### config.mk
export PLATFORM = sky130hd
export DESIGN_NAME = brightest_pixel_tracker_top
export DESIGN_NICKNAME = d
export VERILOG_FILES = /design/src/rtl/core/bpt_pkg.sv /design/src/rtl/core/bpt_pixel_unpack.sv /design/src/rtl/core/brightest_pixel_tracker_top.sv
export VERILOG_INCLUDE_DIRS = /design/src /design/src/rtl/core
export SDC_FILE = /design/constraint.sdc
export NUM_CORES = 1
export LEC_CHECK = 0
export ABC_AREA = 1
export BUFFER_PORTS_ARGS = -buffer_cell sky130_fd_sc_hd__buf_2
export CAP_MARGIN = 20
export CORE_MARGIN = 2
export CORE_UTILIZATION = 27
export DETAILED_ROUTE_END_ITERATION = 12
export PLACE_DENSITY = 0.46
export SLEW_MARGIN = 15
export SYNTH_ARGS = -nofsm -noshare
export SYNTH_HDL_FRONTEND = slang
export SYNTH_HIERARCHICAL = 1
export SYNTH_SLANG_ARGS = --single-unit
### constraint.sdc
create_clock -name clk -period 8.75 [get_ports clk]
set_clock_uncertainty 0.05 [all_clocks]
set_input_delay 1.3125 -clock clk [delete_from_list [all_inputs] [get_ports clk]]
set_output_delay 1.3125 -clock clk [all_outputs]
set_load 0.01 [all_outputs]
### src/rtl/core/brightest_pixel_tracker_top_defines.svh
// ----------------------------------------------------------------------------
// Brightest pixel tracker assertion macros
// Shared concurrent assertion forms, clocked on clk and disabled in reset.
// ----------------------------------------------------------------------------
`ifndef BRIGHTEST_PIXEL_TRACKER_TOP_DEFINES_SVH
`define BRIGHTEST_PIXEL_TRACKER_TOP_DEFINES_SVH

// Consequent must hold in the same cycle as the antecedent.
`define BPT_ASSERT_SAME(label, ante, cons, msg) \
  label: assert property (@(posedge clk) disable iff (!rst_n) (ante) |-> (cons)) \
    else $error(msg);

// Consequent must hold in the cycle after the antecedent.
`define BPT_ASSERT_NEXT(label, ante, cons, msg) \
  label: assert property (@(posedge clk) disable iff (!rst_n) (ante) |=> (cons)) \
    else $error(msg);

`endif

### src/rtl/core/bpt_pkg.sv
// ----------------------------------------------------------------------------
// Brightest pixel tracker package
// Widths, color masks and the unpacked pixel type shared by the tracker.
// ----------------------------------------------------------------------------
package bpt_pkg;

  localparam int CHAN_BITS        = 8;
  localparam int LUMA_BITS        = 11;
  localparam int OUT_COORD_BITS   = 11;
  localparam int FRAME_WIDTH_BITS = 12;
  localparam int IN_DATA_BITS     = 16;
  localparam int OUT_DATA_BITS    = 64;

  localparam logic [CHAN_BITS-1:0]        RED_MASK          = 8'hF8;
  localparam logic [CHAN_BITS-1:0]        GREEN_LO_MASK     = 8'hE0;
  localparam logic [FRAME_WIDTH_BITS-1:0] FRAME_WIDTH_RESET = 12'd320;
  localparam logic [LUMA_BITS-1:0]        LUMA_MAX          = 11'd1752;

  typedef struct packed {
    logic [CHAN_BITS-1:0] red;
    logic [CHAN_BITS-1:0] green;
    logic [CHAN_BITS-1:0] blue;
    logic [LUMA_BITS-1:0] luma;
  } pixel_t;

endpackage

### src/rtl/core/bpt_pixel_unpack.sv
// ----------------------------------------------------------------------------
// Brightest pixel tracker pixel unpack
// Expands an RGB565 word to left-aligned 8-bit channels and weighted luma.
// ----------------------------------------------------------------------------
module bpt_pixel_unpack (
  input  logic [bpt_pkg::IN_DATA_BITS-1:0] pixel_word,
  output bpt_pkg::pixel_t                  pixel
);

  logic [bpt_pkg::CHAN_BITS-1:0] hi_byte;
  logic [bpt_pkg::CHAN_BITS-1:0] lo_byte;
  logic [bpt_pkg::CHAN_BITS-1:0] red;
  logic [bpt_pkg::CHAN_BITS-1:0] green;
  logic [bpt_pkg::CHAN_BITS-1:0] blue;

  assign hi_byte = pixel_word[15:8];
  assign lo_byte = pixel_word[7:0];

  // Green straddles the two bus bytes: three bits from the high byte, three
  // from the top of the low byte.
  assign red   = hi_byte & bpt_pkg::RED_MASK;
  assign green = {hi_byte[2:0], 5'b00000} | ((lo_byte & bpt_pkg::GREEN_LO_MASK) >> 3);
  assign blue  = {lo_byte[4:0], 3'b000};

  assign pixel.red   = red;
  assign pixel.green = green;
  assign pixel.blue  = blue;
  assign pixel.luma  = {3'b000, red} + {1'b0, green, 2'b00} + {2'b00, blue, 1'b0};

endmodule

### src/rtl/core/brightest_pixel_tracker_top.sv
// ----------------------------------------------------------------------------
// Brightest pixel tracker
// Finds the brightest RGB565 pixel of each frame and reports it once a frame.
// ----------------------------------------------------------------------------
// The tracker takes one RGB565 pixel per beat in raster order and accepts a
// new pixel every clock cycle; the only stall happens when a frame record is
// still waiting in the output register and the downstream side holds
// out_tready low, because the record register is the single place a result
// is held. Each pixel is expanded to 8-bit red, green and blue, weighted as
// r + 4g + 2b, and compared against the best luma of the current frame in the
// same cycle it is accepted. The first pixel reaching the highest luma wins.
// Column and row come from internal counters; the column wraps at frame_width
// (a width of zero acts as one) and the row saturates at its largest value.
// The beat carrying in_tlast closes the frame: its record appears on the
// output in the next cycle, and the best luma and both counters restart at
// zero. In an all-black frame the luma reads zero while color and position
// repeat the previous frame's winner. The user writes frame_width through
// cfg_wr_en / cfg_wr_data only while idle; the block does not enforce it.
// ----------------------------------------------------------------------------
`include "brightest_pixel_tracker_top_defines.svh"

module brightest_pixel_tracker_top #(
  parameter int COORD_BITS = 11
) (
  input  logic                                 clk,
  input  logic                                 rst_n,

  input  logic                                 cfg_wr_en,
  input  logic [bpt_pkg::FRAME_WIDTH_BITS-1:0] cfg_wr_data,   // frame_width

  input  logic                                 in_tvalid,
  output logic                                 in_tready,
  input  logic [bpt_pkg::IN_DATA_BITS-1:0]     in_tdata,      // [15:0] pixel_word
  input  logic                                 in_tlast,      // frame_end

  output logic                                 out_tvalid,
  input  logic                                 out_tready,
  // [7:0] peak_red, [15:8] peak_green, [23:16] peak_blue, [34:24] peak_luma,
  // [45:35] peak_column, [56:46] peak_row, [63:57] zero
  output logic [bpt_pkg::OUT_DATA_BITS-1:0]    out_tdata
);

  // Counter compare width: must hold column + 1 and the full frame width.
  localparam int CMP_BITS = (COORD_BITS + 1 > bpt_pkg::FRAME_WIDTH_BITS) ?
                            COORD_BITS + 1 : bpt_pkg::FRAME_WIDTH_BITS;
  localparam logic [COORD_BITS-1:0] COORD_MAX = {COORD_BITS{1'b1}};
  localparam int PAD_BITS = bpt_pkg::OUT_DATA_BITS - 3 * bpt_pkg::CHAN_BITS
                            - bpt_pkg::LUMA_BITS - 2 * bpt_pkg::OUT_COORD_BITS;

  typedef struct packed {
    logic [bpt_pkg::CHAN_BITS-1:0]      red;
    logic [bpt_pkg::CHAN_BITS-1:0]      green;
    logic [bpt_pkg::CHAN_BITS-1:0]      blue;
    logic [bpt_pkg::LUMA_BITS-1:0]      luma;
    logic [bpt_pkg::OUT_COORD_BITS-1:0] column;
    logic [bpt_pkg::OUT_COORD_BITS-1:0] row;
  } peak_rec_t;

  logic [bpt_pkg::FRAME_WIDTH_BITS-1:0] frame_width_r;

  logic [bpt_pkg::LUMA_BITS-1:0] best_luma_r, best_luma_nxt;
  logic [bpt_pkg::CHAN_BITS-1:0] best_red_r, best_red_nxt;
  logic [bpt_pkg::CHAN_BITS-1:0] best_green_r, best_green_nxt;
  logic [bpt_pkg::CHAN_BITS-1:0] best_blue_r, best_blue_nxt;
  logic [COORD_BITS-1:0]         best_col_r, best_col_nxt;
  logic [COORD_BITS-1:0]         best_row_r, best_row_nxt;
  logic [COORD_BITS-1:0]         col_r, col_nxt;
  logic [COORD_BITS-1:0]         row_r, row_nxt;

  logic      out_valid_r, out_valid_nxt;
  peak_rec_t out_rec_r, out_rec_nxt;

  bpt_pkg::pixel_t     pixel;
  logic                in_accept;
  logic                beats_best;
  logic [CMP_BITS-1:0] col_inc;
  logic                col_wrap;

  bpt_pixel_unpack u_unpack (
    .pixel_word (in_tdata),
    .pixel      (pixel)
  );

  // A new pixel may enter whenever the record register is empty or draining.
  assign in_tready = !out_valid_r || out_tready;
  assign in_accept = in_tvalid && in_tready;

  assign beats_best = pixel.luma > best_luma_r;
  assign col_inc    = CMP_BITS'(col_r) + CMP_BITS'(1);
  assign col_wrap   = (col_inc >= CMP_BITS'(frame_width_r)) || (col_r == COORD_MAX);

  always_comb begin
    best_luma_nxt  = best_luma_r;
    best_red_nxt   = best_red_r;
    best_green_nxt = best_green_r;
    best_blue_nxt  = best_blue_r;
    best_col_nxt   = best_col_r;
    best_row_nxt   = best_row_r;
    col_nxt        = col_r;
    row_nxt        = row_r;
    out_valid_nxt  = out_valid_r && !out_tready;
    out_rec_nxt    = out_rec_r;

    if (in_accept) begin
      if (beats_best) begin
        best_luma_nxt  = pixel.luma;
        best_red_nxt   = pixel.red;
        best_green_nxt = pixel.green;
        best_blue_nxt  = pixel.blue;
        best_col_nxt   = col_r;
        best_row_nxt   = row_r;
      end

      if (in_tlast) begin
        // The closing pixel is already folded into the running best above.
        out_valid_nxt      = 1'b1;
        out_rec_nxt.red    = best_red_nxt;
        out_rec_nxt.green  = best_green_nxt;
        out_rec_nxt.blue   = best_blue_nxt;
        out_rec_nxt.luma   = best_luma_nxt;
        out_rec_nxt.column = bpt_pkg::OUT_COORD_BITS'(best_col_nxt);
        out_rec_nxt.row    = bpt_pkg::OUT_COORD_BITS'(best_row_nxt);
        best_luma_nxt      = '0;
        col_nxt            = '0;
        row_nxt            = '0;
      end else if (col_wrap) begin
        col_nxt = '0;
        if (row_r != COORD_MAX) begin
          row_nxt = row_r + COORD_BITS'(1);
        end
      end else begin
        col_nxt = col_inc[COORD_BITS-1:0];
      end
    end
  end

  always_ff @(posedge clk) begin
    if (!rst_n) begin
      frame_width_r <= bpt_pkg::FRAME_WIDTH_RESET;
      best_luma_r   <= '0;
      best_red_r    <= '0;
      best_green_r  <= '0;
      best_blue_r   <= '0;
      best_col_r    <= '0;
      best_row_r    <= '0;
      col_r         <= '0;
      row_r         <= '0;
      out_valid_r   <= 1'b0;
    end else begin
      if (cfg_wr_en) begin
        frame_width_r <= cfg_wr_data;
      end
      best_luma_r  <= best_luma_nxt;
      best_red_r   <= best_red_nxt;
      best_green_r <= best_green_nxt;
      best_blue_r  <= best_blue_nxt;
      best_col_r   <= best_col_nxt;
      best_row_r   <= best_row_nxt;
      col_r        <= col_nxt;
      row_r        <= row_nxt;
      out_valid_r  <= out_valid_nxt;
    end
  end

  // The record payload needs no reset; it is qualified by out_valid_r.
  always_ff @(posedge clk) begin
    out_rec_r <= out_rec_nxt;
  end

  assign out_tvalid = out_valid_r;
  assign out_tdata  = {{PAD_BITS{1'b0}}, out_rec_r.row, out_rec_r.column,
                       out_rec_r.luma, out_rec_r.blue, out_rec_r.green, out_rec_r.red};

  // A closing beat always produces a record and restarts the frame state.
  `BPT_ASSERT_NEXT(a_last_gives_record, in_accept && in_tlast, out_valid_r, "frame end lost")
  `BPT_ASSERT_NEXT(a_last_clears_frame, in_accept && in_tlast,
                   best_luma_r == '0 && col_r == '0 && row_r == '0, "frame state not cleared")
  // The row advances by at most one line per pixel.
  `BPT_ASSERT_NEXT(a_row_step, in_accept && !in_tlast,
                   row_r == $past(row_r) || row_r == $past(row_r) + 1, "row jumped")
  // Nothing is accepted over a full record register that is not draining.
  `BPT_ASSERT_SAME(a_no_overrun, out_valid_r && !out_tready, !in_accept, "record overrun")
  `BPT_ASSERT_SAME(a_luma_range, out_valid_r, out_rec_r.luma <= bpt_pkg::LUMA_MAX,
                   "luma out of range")

endmodule

==> run_results.csv, run 1 <==
group,metric,value,unit
run_status,outcome,"finished clean",
setup_path,cp_slowest_cell,"fa_1",
sta,layout_min_cycle_time,5160,ps
setup_path,path_common_cell,"nand2_1",
setup_path,cp.required,9020,ps
sta,finalSetupTns,0,ps
pwr,power.switching,683,uW
cells_and_area,antenna_cells,0,
pwr,p_comb_frac,0.229,
detailed_routing,routed_wl,19700,um
sta,finalMaxSlewViolations,0,
place,hpwl,12700,um
die,fp.dieW,172,um
place,post-place-ws,3140,ps
detailed_routing,first_pass_iters,5,
sta,setup_viol_count_final,0,
die,start_util,0.275,
yosys,ys_seq_area_frac,0.465,
sta,layout_setup_ws,3590,ps
min_path,whs_path_depth,2,
die,io_pins,100,
place,numPortBuffers,92,
pwr,clkPwrFrac,0.367,
place,place_inst,1392,
yosys,yosysTopAreaCell,"dfxtp_1",
detailed_routing,drcViolationCount,0,
min_path,hp-class,"flop to flop",
die,rows,61,
pwr,p_seq_frac,0.404,
clock_tree,cts.repair.resized,0,
sta,hold_viol_final,0,
detailed_routing,vias_per_cell,4.27,
clock_tree,cts.htree.levels,4,
die,dieArea,29600,um2
cells_and_area,final_cell_area,8810,um2
setup_path,crit_buf_inv,6,
yosys,post-synth-top-area-fraction,0.241,
grt,antenna_found_initial,0,
place,gp_congestion,0.772,
pwr,powerDensity,237,nW/um2
setup_path,arrival,5420,ps
yosys,synth_warnings,6,
setup_path,r2r-start,"col_r[0]",
min_path,hp-start,"best_luma_r[4]",
setup_path,rr_worst_depth,15,
detailed_routing,drtIter0Drc,500,
sta,relSlewSlack,0.377,
setup_path,reg2reg_slack,5530,ps
die,die_h,172,um
yosys,postSynthCellCount,979,
grt,grt_pass1_vias,5819,
detailed_routing,wire_per_inst,13.9,um
job,maxCapViolations,0,
yosys,syn_avg_cell_area,7.80,um2
sta,tightest_slew,934,ps
pwr,switching_share,0.327,
cells_and_area,nets,1103,
setup_path,critPathTopFamily,"adder cells",
grt,grt.total_usage,0.138,
setup_path,r2r-end,"col_r[5]",
clock_tree,cts_tree,"yes",
clock_tree,post_cts_buffers,0,
setup_path,end_kind,"flop",
clock_tree,path_clk_slew,60,ps
clock_tree,cts_root_buf,"clkbuf_16",
grt,grt_max_degree,76,
sta,grt_setup_unrepaired,"false",
setup_path,path_class,"input port to flop",
clock_tree,cts_sinks,149,
grt,grt_pass1_wl,31300,um
yosys,synth_cell_types,31,
clock_tree,clock_latency,430,ps
cells_and_area,area_growth,15.4,%
min_path,min_to,"best_luma_r[4]",
die,core_area,27800,um2
setup_path,slowest_delay,560,ps
detailed_routing,vias,6087,
sta,whs,415,ps
clock_tree,clockBufferDepth,2,
place,dpl_cell_area,8200,um2
yosys,synth_area,7630,um2
cells_and_area,n_fill_cell,3011,
clock_tree,cts_hold_buf,0,
pwr,irDropWorstVdd,0.0000963,V
cells_and_area,finalNonFillerCells,1424,
setup_path,path_cells,"buf_2 -> fa_1 -> ha_1 -> inv_1 -> fa_1 -> inv_1 -> nand3_1 -> nand3_1 -> nand2_1 -> ha_1 -> nand2_1 -> nor2_1 -> and2_1 -> nand2_1 -> nand3_2 -> buf_4 -> nand2_2 -> buf_4 -> nand2_1 -> nand2_1 -> o21ai_0 -> inv_1",
cells_and_area,layout-drive-gt1-share,0.135,
setup_path,start_kind,"input port",
pwr,p_leak,0.00420,uW
clock_tree,cts_buffers,17,
grt,grt.overflow.total,0,
pwr,intPower,1400,uW
yosys,yosys-top-cells-area,"dfxtp_1 (24%), edfxtp_1 (22%), nand2_1 (11%), inv_1 (6.2%), nor2_1 (5.9%)",
detailed_routing,antenna_left,0,
sta,fin_crit_sh,0.589,
setup_path,critical_path_peak_fanout,59,
yosys,ys_ff_latch,149,
sta,timing.fmax,194,MHz
cells by family (layout without fill, tap and decap cells):
family / after synthesis / in the layout / synth area share
AOI/OAI and AO/OA: 114 / 114 / 0.0757
xor gates and xnor gates: 9 / 9 / 0.0103
adders and majority gates: 36 / 36 / 0.0639
buffers and inverters: 209 / 260 / 0.129
DFF: 149 / 149 / 0.465
other: 2 / 18 / 0.000984
and+or+nand+nor: 460 / 460 / 0.255
per-layer routing:
metal / share of wire / global-route usage
met5: 0 / 0
met2: 0.45 / 0.221
met1: 0.50 / 0.188
met3: 0.044 / 0.0270
met4: 0.011 / 0.0427
layout make-up:
cell class / count / area, um2 / area share
Tap cell: 378 / 473 / 0.0537
Multi-Input combinational cell: 637 / 3170 / 0.360
Clock inverter: 14 / 170 / 0.0193
Sequential cell: 149 / 3550 / 0.403
Timing Repair Buffer: 100 / 520 / 0.0591
Clock buffer: 18 / 439 / 0.0499
Inverter: 128 / 482 / 0.0547
tightest hold or removal path, stage by stage (launching register included):
cell     delay [ps]
dfxtp_1         310
nand2_1          60
a21oi_1          50
power by group through the flow:
stage | clock network, uW | logic, uW | registers [uW]
after floorplan | 0 | 365 | 869
after global placement | 0 | 484 | 860
after detailed placement | 0 | 485 | 860
after CTS | 793 | 488 | 845
after global routing | 813 | 555 | 850
final | 765 | 478 | 844
through the flow:
stage | utilization | total power [uW]
6_report | 0.317 | 2090
2_1_floorplan | - | 1230
5_1_grt | 0.317 | 2220
3_3_place_gp | 0.295 | 1340
4_1_cts | 0.317 | 2120
3_5_place_dp | 0.295 | 1340
cells in the mapped netlist:
cell type	number
nand2_1	218
inv_1	127
nor2_1	119
dfxtp_1	92
nand3_1	85
edfxtp_1	57
a21oi_1	48
buf_4	37
o21ai_0	32
ha_1	31
o21ai_1	31
clkbuf_1	22
buf_2	13
nand3b_1	12
and2_1	11
buf_6	6
fa_1	5
nor3_1	5
xor2_1	5
nand4_1	4
xnor2_1	4
buf_1	3
conb_1	2
nor4_1	2
o21bai_1	2
a21o_1	1
inv_2	1
nand2_2	1
nand3_2	1
nor3_2	1
or2_2	1
layout by cell type (no fill, tap or decap), drive strengths merged, types with 6 or more instances in the layout:
| cell type | synthesis | final |
|---|---|---|
| ha | 31 | 31 |
| clkbuf | 22 | 18 |
| o21ai | 63 | 63 |
| nor2 | 119 | 119 |
| buf | 59 | 100 |
| nor3 | 6 | 6 |
| a21oi | 48 | 48 |
| nand3b | 12 | 12 |
| edfxtp | 57 | 57 |
| and2 | 11 | 11 |
| dfxtp | 92 | 92 |
| nand2 | 219 | 219 |
| nand3 | 86 | 86 |
| conb | 2 | 18 |
| inv | 128 | 131 |
worst max path at each step:
stage | from | end | slack (ps) | depth (start not counted)
3_5_place_dp | in_tdata[1] | best_green_r[6] | 3140 | 22
6_report | in_tdata[1] | best_green_r[1] | 3590 | 22
2_1_floorplan | out_tready | row_r[6] | 3590 | 9
3_3_place_gp | in_tdata[1] | best_red_r[5] | 3180 | 22
4_1_cts | in_tdata[1] | best_green_r[5] | 3570 | 22
5_1_grt | in_tdata[1] | best_green_r[4] | 3100 | 22
sequential cells by signal (all words and copies together) (netlist names):
signal / flops
best_row_r: 11
best_blue_r: 8
best_col_r: 11
best_red_r: 8
out_tdata: 57
frame_width_r: 12
row_r: 11
out_tvalid: 1
col_r: 11
best_luma_r: 11
best_green_r: 8
(Power assumes the default switching activity.)
==> run 2, diff against run 1 <==
--- a/config.mk
+++ b/config.mk
@@ -12,7 +12,7 @@
 export CORE_MARGIN = 2
 export CORE_UTILIZATION = 27
 export DETAILED_ROUTE_END_ITERATION = 12
-export PLACE_DENSITY = 0.46
+export PLACE_DENSITY = 0.48
 export SLEW_MARGIN = 15
 export SYNTH_ARGS = -nofsm -noshare
 export SYNTH_HDL_FRONTEND = slang
==> constraint.sdc (replaced) <==
create_clock -name clk -period 4.7 [get_ports clk]
set_clock_uncertainty 0.05 [all_clocks]
set_input_delay 0.705 -clock clk [delete_from_list [all_inputs] [get_ports clk]]
set_output_delay 0.705 -clock clk [all_outputs]
set_load 0.01 [all_outputs]
==> run_results.csv, run 2 (same netlist as run 1, synthesis figures left out) <==
group,metric,value,unit
min_path,min_to,"best_luma_r[6]",
die,die_h,172,um
min_path,hp-class,"flop to flop",
cells_and_area,layout_commonest_cell,"nand2_1",
clock_tree,cts_sinks,149,
setup_path,path_common_cell,"nand2_1",
setup_path,path_cells,"buf_2 -> fa_1 -> ha_1 -> inv_1 -> fa_1 -> inv_1 -> nand3_1 -> nand3_1 -> nand2_1 -> ha_1 -> nand2_1 -> nor2_1 -> nand4_1 -> nand2_2 -> buf_4 -> nand2_1 -> and2_1",
grt,grt_pass1_wl,31100,um
clock_tree,path_clk_slew,60,ps
die,start_util,0.275,
sta,hold_viol_final,0,
die,io_pins,100,
sta,relSlewSlack,0.469,
setup_path,critPathTopFamily,"adder cells",
setup_path,arrival,3820,ps
cells_and_area,layout-drive-gt1-share,0.135,
min_path,whs_path_depth,2,
setup_path,crit_cells,17,
job,maxCapViolations,0,
detailed_routing,antenna_left,0,
place,numPortBuffers,92,
clock_tree,cts_root_buf,"clkbuf_16",
detailed_routing,drtIter0Drc,405,
setup_path,r2r-end,"col_r[6]",
die,core_area,27800,um2
die,dieArea,29600,um2
detailed_routing,vias_per_cell,4.25,
setup_path,slowest_delay,530,ps
setup_path,cp.required,4830,ps
cells_and_area,largest_reg_flops,57,
place,hpwl,13100,um
sta,tightest_slew,797,ps
detailed_routing,drcViolationCount,0,
setup_path,start_kind,"input port",
cells_and_area,nets,1106,
detailed_routing,wire_per_inst,13.5,um
pwr,p_leak,0.00422,uW
setup_path,cp_slowest_cell,"fa_1",
setup_path,critical_path_peak_fanout,13,
setup_path,crit_buf_inv,4,
sta,setup_viol_count_final,0,
cells_and_area,area_growth,15.5,%
grt,grt_pass1_vias,5784,
grt,grt.overflow.total,0,
place,post-place-ws,560,ps
detailed_routing,first_pass_iters,5,
clock_tree,post_cts_buffers,0,
setup_path,path_class,"input port to flop",
setup_path,end_kind,"flop",
setup_path,r2r-start,"col_r[0]",
clock_tree,cts.repair.resized,0,
min_path,hp-start,"best_luma_r[6]",
clock_tree,clock_latency,420,ps
setup_path,reg2reg_slack,1450,ps
detailed_routing,vias,6069,
sta,finalSetupTns,0,ps
clock_tree,cts_buffers,17,
sta,fin_crit_sh,0.786,
clock_tree,cts_hold_buf,0,
clock_tree,clockBufferDepth,2,
grt,grt_max_degree,58,
sta,layout_setup_ws,1000,ps
sta,finalMaxSlewViolations,0,
sta,timing.fmax,271,MHz
place,gp_congestion,0.775,
detailed_routing,routed_wl,19300,um
die,fp.dieW,172,um
run_status,outcome,"finished clean",
pwr,irDropWorstVdd,0.000175,V
pwr,powerDensity,433,nW/um2
clock_tree,cts_tree,"yes",
sta,layout_min_cycle_time,3700,ps
clock_tree,cts.htree.levels,4,
cells_and_area,layout_common_cells,"nand2_1 (216), inv_1 (126), nor2_1 (118)",
die,rows,61,
grt,grt.total_usage,0.137,
grt,antenna_found_initial,2,
setup_path,rr_worst_depth,15,
sta,grt_setup_unrepaired,"false",
-- run 2: cell types whose count changed in the layout (fill, tap and decap cells not counted), sizes merged --
cell | previous run | this run
bufinv | 2 | 1
clkbuf | 18 | 21
clkinvlp | 4 | 3
buf | 100 | 103
inv | 131 | 128
clkinv | 5 | 7
diode | 0 | 2
-- run 2: per-stage QoR --
step	area [um2]	power, uW	hold WS (ps)	std cells	utilization
after global placement	8250	2530	403	1395	0.297
final	8820	3820	416	1429	0.318
after CTS	8820	3870	417	1427	0.317
after floorplan	7690	2300	385	995	-
after detailed placement	8250	2540	408	1395	0.297
after global routing	8820	4070	430	1427	0.317
-- run 2: layout make-up --
cell class,instances,area (um2)
well taps,378,473
inverters,128,482
repair buffers,103,568
diodes,2,5.00
flip-flops and latches,149,3550
fillers,3015,19000
multi-input cells,637,3170
clock inverters,11,98.8
clock buffers,21,472
-- run 2: layer usage --
layer / GRT usage / part of all wire / up-vias / wire [um]
met5: 0 / 0 / - / 0
li1: - / - / 3183 / -
met4: 0.0479 / 0.019 / 0 / 368
met3: 0.0309 / 0.043 / 21 / 834
met1: 0.189 / 0.51 / 2741 / 9760
met2: 0.209 / 0.43 / 124 / 8350
-- run 2: worst reg2reg max path: stages (launching register included) --
cell     delay (ps)
dfxtp_1         500
ha_1            250
nand3_1         150
nor3_2          240
xor2_1          180
inv_1           100
ha_1            280
nand2_1          60
nor2_1           50
nand2_1          70
nor2_1           50
nor2_1          100
nand3_1         190
nor2_1          650
nand2_1         120
a21oi_1         150
-- run 2: worst max-delay path by stage --
stage / startpoint / to / slack [ps]
CTS: in_tdata[0] / out_tdata[32] / 1020
global placement: in_tdata[0] / out_tdata[29] / 610
global route: in_tdata[0] / best_green_r[2] / 770
detailed placement: in_tdata[0] / out_tdata[32] / 560
finish: in_tdata[1] / out_tdata[32] / 1000
floorplan: out_tready / row_r[6] / 140
-- run 2: power breakdown --
| part | switching [uW] | internal (uW) |
|---|---|---|
| registers | 52.9 | 1520 |
| logic | 612 | 311 |
| clock network | 553 | 773 |
| total | 1220 | 2600 |
==> run 3, diff against run 2 <==
--- a/config.mk
+++ b/config.mk
@@ -12,7 +12,7 @@
 export CORE_MARGIN = 2
 export CORE_UTILIZATION = 27
 export DETAILED_ROUTE_END_ITERATION = 12
-export PLACE_DENSITY = 0.48
+export PLACE_DENSITY = 0.46
 export SLEW_MARGIN = 15
 export SYNTH_ARGS = -nofsm -noshare
 export SYNTH_HDL_FRONTEND = slang
==> constraint.sdc (replaced) <==
create_clock -name clk -period 3.4 [get_ports clk]
set_clock_uncertainty 0.05 [all_clocks]
set_input_delay 0.51 -clock clk [delete_from_list [all_inputs] [get_ports clk]]
set_output_delay 0.51 -clock clk [all_outputs]
set_load 0.01 [all_outputs]
==> run_results.csv, run 3 (same netlist as run 1, synthesis figures left out) <==
group,metric,value,unit
run_status,outcome,"finished clean",
sta,timing.fmax,303,MHz
clock_tree,post_cts_buffers,0,
detailed_routing,wire_per_inst,13.9,um
setup_path,cp.required,3670,ps
detailed_routing,drcViolationCount,0,
sta,tightest_slew,845,ps
setup_path,startpoint,"in_tdata[13]",
place,hpwl,14000,um
die,io_pins,100,
place,post-place-ws,-403,ps
sta,relSlewSlack,0.437,
clock_tree,cts_root_buf,"clkbuf_16",
clock_tree,path_clk_slew,70,ps
setup_path,r2r-start,"col_r[5]",
die,fp.dieW,172,um
place,gp_congestion,0.802,
cells_and_area,n_fill_cell,2994,
cells_and_area,layout_commonest_cell,"nand2_1",
setup_path,end_kind,"flop",
sta,finalMaxSlewViolations,0,
sta,finalSetupTns,0,ps
detailed_routing,antenna_left,0,
die,rows,61,
grt,antenna_found_initial,1,
cells_and_area,largest_reg_flops,57,
setup_path,reg2reg_slack,470,ps
pwr,switching_share,0.315,
die,dieArea,29600,um2
cells_and_area,layout-drive-gt1-share,0.163,
detailed_routing,routed_wl,20300,um
sta,layout_min_cycle_time,3300,ps
detailed_routing,vias,6245,
clock_tree,cts_tree,"yes",
die,start_util,0.275,
cells_and_area,regArea,3550,um2
clock_tree,cts_sinks,149,
grt,grt_max_degree,58,
cells_and_area,multiInputGateArea,3190,um2
clock_tree,clock_latency,430,ps
detailed_routing,vias_per_cell,4.29,
pwr,intPower,3880,uW
clock_tree,clockBufferDepth,2,
pwr,p_leak,0.00438,uW
pwr,powerDensity,618,nW/um2
cells_and_area,fin_util,0.330,
job,maxCapViolations,0,
setup_path,crit_path_end,"best_blue_r[7]",
setup_path,start_kind,"input port",
sta,grt_setup_unrepaired,"true",
place,numPortBuffers,92,
pwr,p_seq_frac,0.384,
sta,hold_viol_final,0,
pwr,irDropWorstVdd,0.000261,V
setup_path,critical_path_peak_fanout,15,
setup_path,rr_worst_depth,18,
detailed_routing,drtIter0Drc,428,
sta,setup_viol_count_final,0,
pwr,clkPwrFrac,0.347,
cells_and_area,layout_common_cells,"nand2_1 (214), inv_1 (125), nor2_1 (117)",
cells_and_area,area_growth,20.0,%
grt,grt_pass1_vias,5951,
min_path,hp-class,"input port to flop",
detailed_routing,first_pass_iters,5,
pwr,power.switching,1780,uW
setup_path,arrival,3560,ps
clock_tree,cts_buffers,17,
die,die_h,172,um
grt,grt.total_usage,0.142,
pwr,p_comb_frac,0.270,
sta,layout_setup_ws,102,ps
die,core_area,27800,um2
setup_path,path_class,"input port to flop",
setup_path,r2r-end,"row_r[0]",
sta,fin_crit_sh,0.970,
grt,grt.overflow.total,0,
cells_and_area,nets,1134,
grt,grt_pass1_wl,31900,um
clock_tree,cts.htree.levels,4,
-- run 3: how the worst min path moves through the flow --
stage          cells past startpoint                end  slack [ps]               from
2_1_floorplan                      2  frame_width_r[11]         390  frame_width_r[11]
4_1_cts                            3   frame_width_r[6]         230     cfg_wr_data[6]
5_1_grt                            3   frame_width_r[8]         240     cfg_wr_data[8]
3_5_place_dp                       2   frame_width_r[5]         410   frame_width_r[5]
6_report                           3   frame_width_r[6]         250     cfg_wr_data[6]
3_3_place_gp                       2     best_luma_r[8]         400     best_luma_r[8]
-- run 3: stage by stage --
stage                     instance area [um2]  instances  power [uW]  hold WS [ps]
final                                    9170       1456        5670           247
after global routing                     9160       1455        6000           244
after CTS                                9130       1455        5710           226
after detailed placement                 8520       1423        3730           405
after global placement                   8520       1423        3720           404
after floorplan                          7710        995        3190           385
-- run 3: worst max-delay path, cell delays in order --
cell	delay (ps)
buf_2	120
fa_1	560
ha_2	200
inv_1	50
fa_2	350
inv_2	70
nand3_1	60
nand3_1	80
nand2_1	70
ha_1	270
nand2_1	70
nor2_2	120
nand4_1	220
buf_4	290
buf_4	190
nand3_1	80
nand2_1	80
o21ai_1	120
inv_1	50
-- run 3: what timing repair did --
action	in CTS	in global routing
gates resized for setup	0	16
hold buffers	0	0
endpoints found under the setup margin	0	97
-- run 3: area by class of cell --
cell class	count	area share
Clock buffer	18	0.0468
Timing Repair Buffer	131	0.0934
Antenna cell	1	0.000273
Sequential cell	149	0.388
Clock inverter	14	0.0192
Multi-Input combinational cell	637	0.349
Inverter	128	0.0524
Tap cell	378	0.0516
-- run 3: layer usage --
layer  share of wire  wire length (um)  up-vias  GRT usage
met2            0.47              9510      135      0.232
li1                -                 -     3238          -
met4           0.012               238        0     0.0431
met5               0                 0        -          0
met1            0.47              9560     2858      0.190
met3           0.048               969       14     0.0286
-- run 3: power groups by stage --
stage / clock network (uW) / registers, uW / logic [uW]
finish: 1960 / 2170 / 1530
CTS: 2020 / 2180 / 1520
floorplan: 0 / 2230 / 954
global route: 2080 / 2190 / 1730
global placement: 0 / 2220 / 1500
detailed placement: 0 / 2210 / 1510
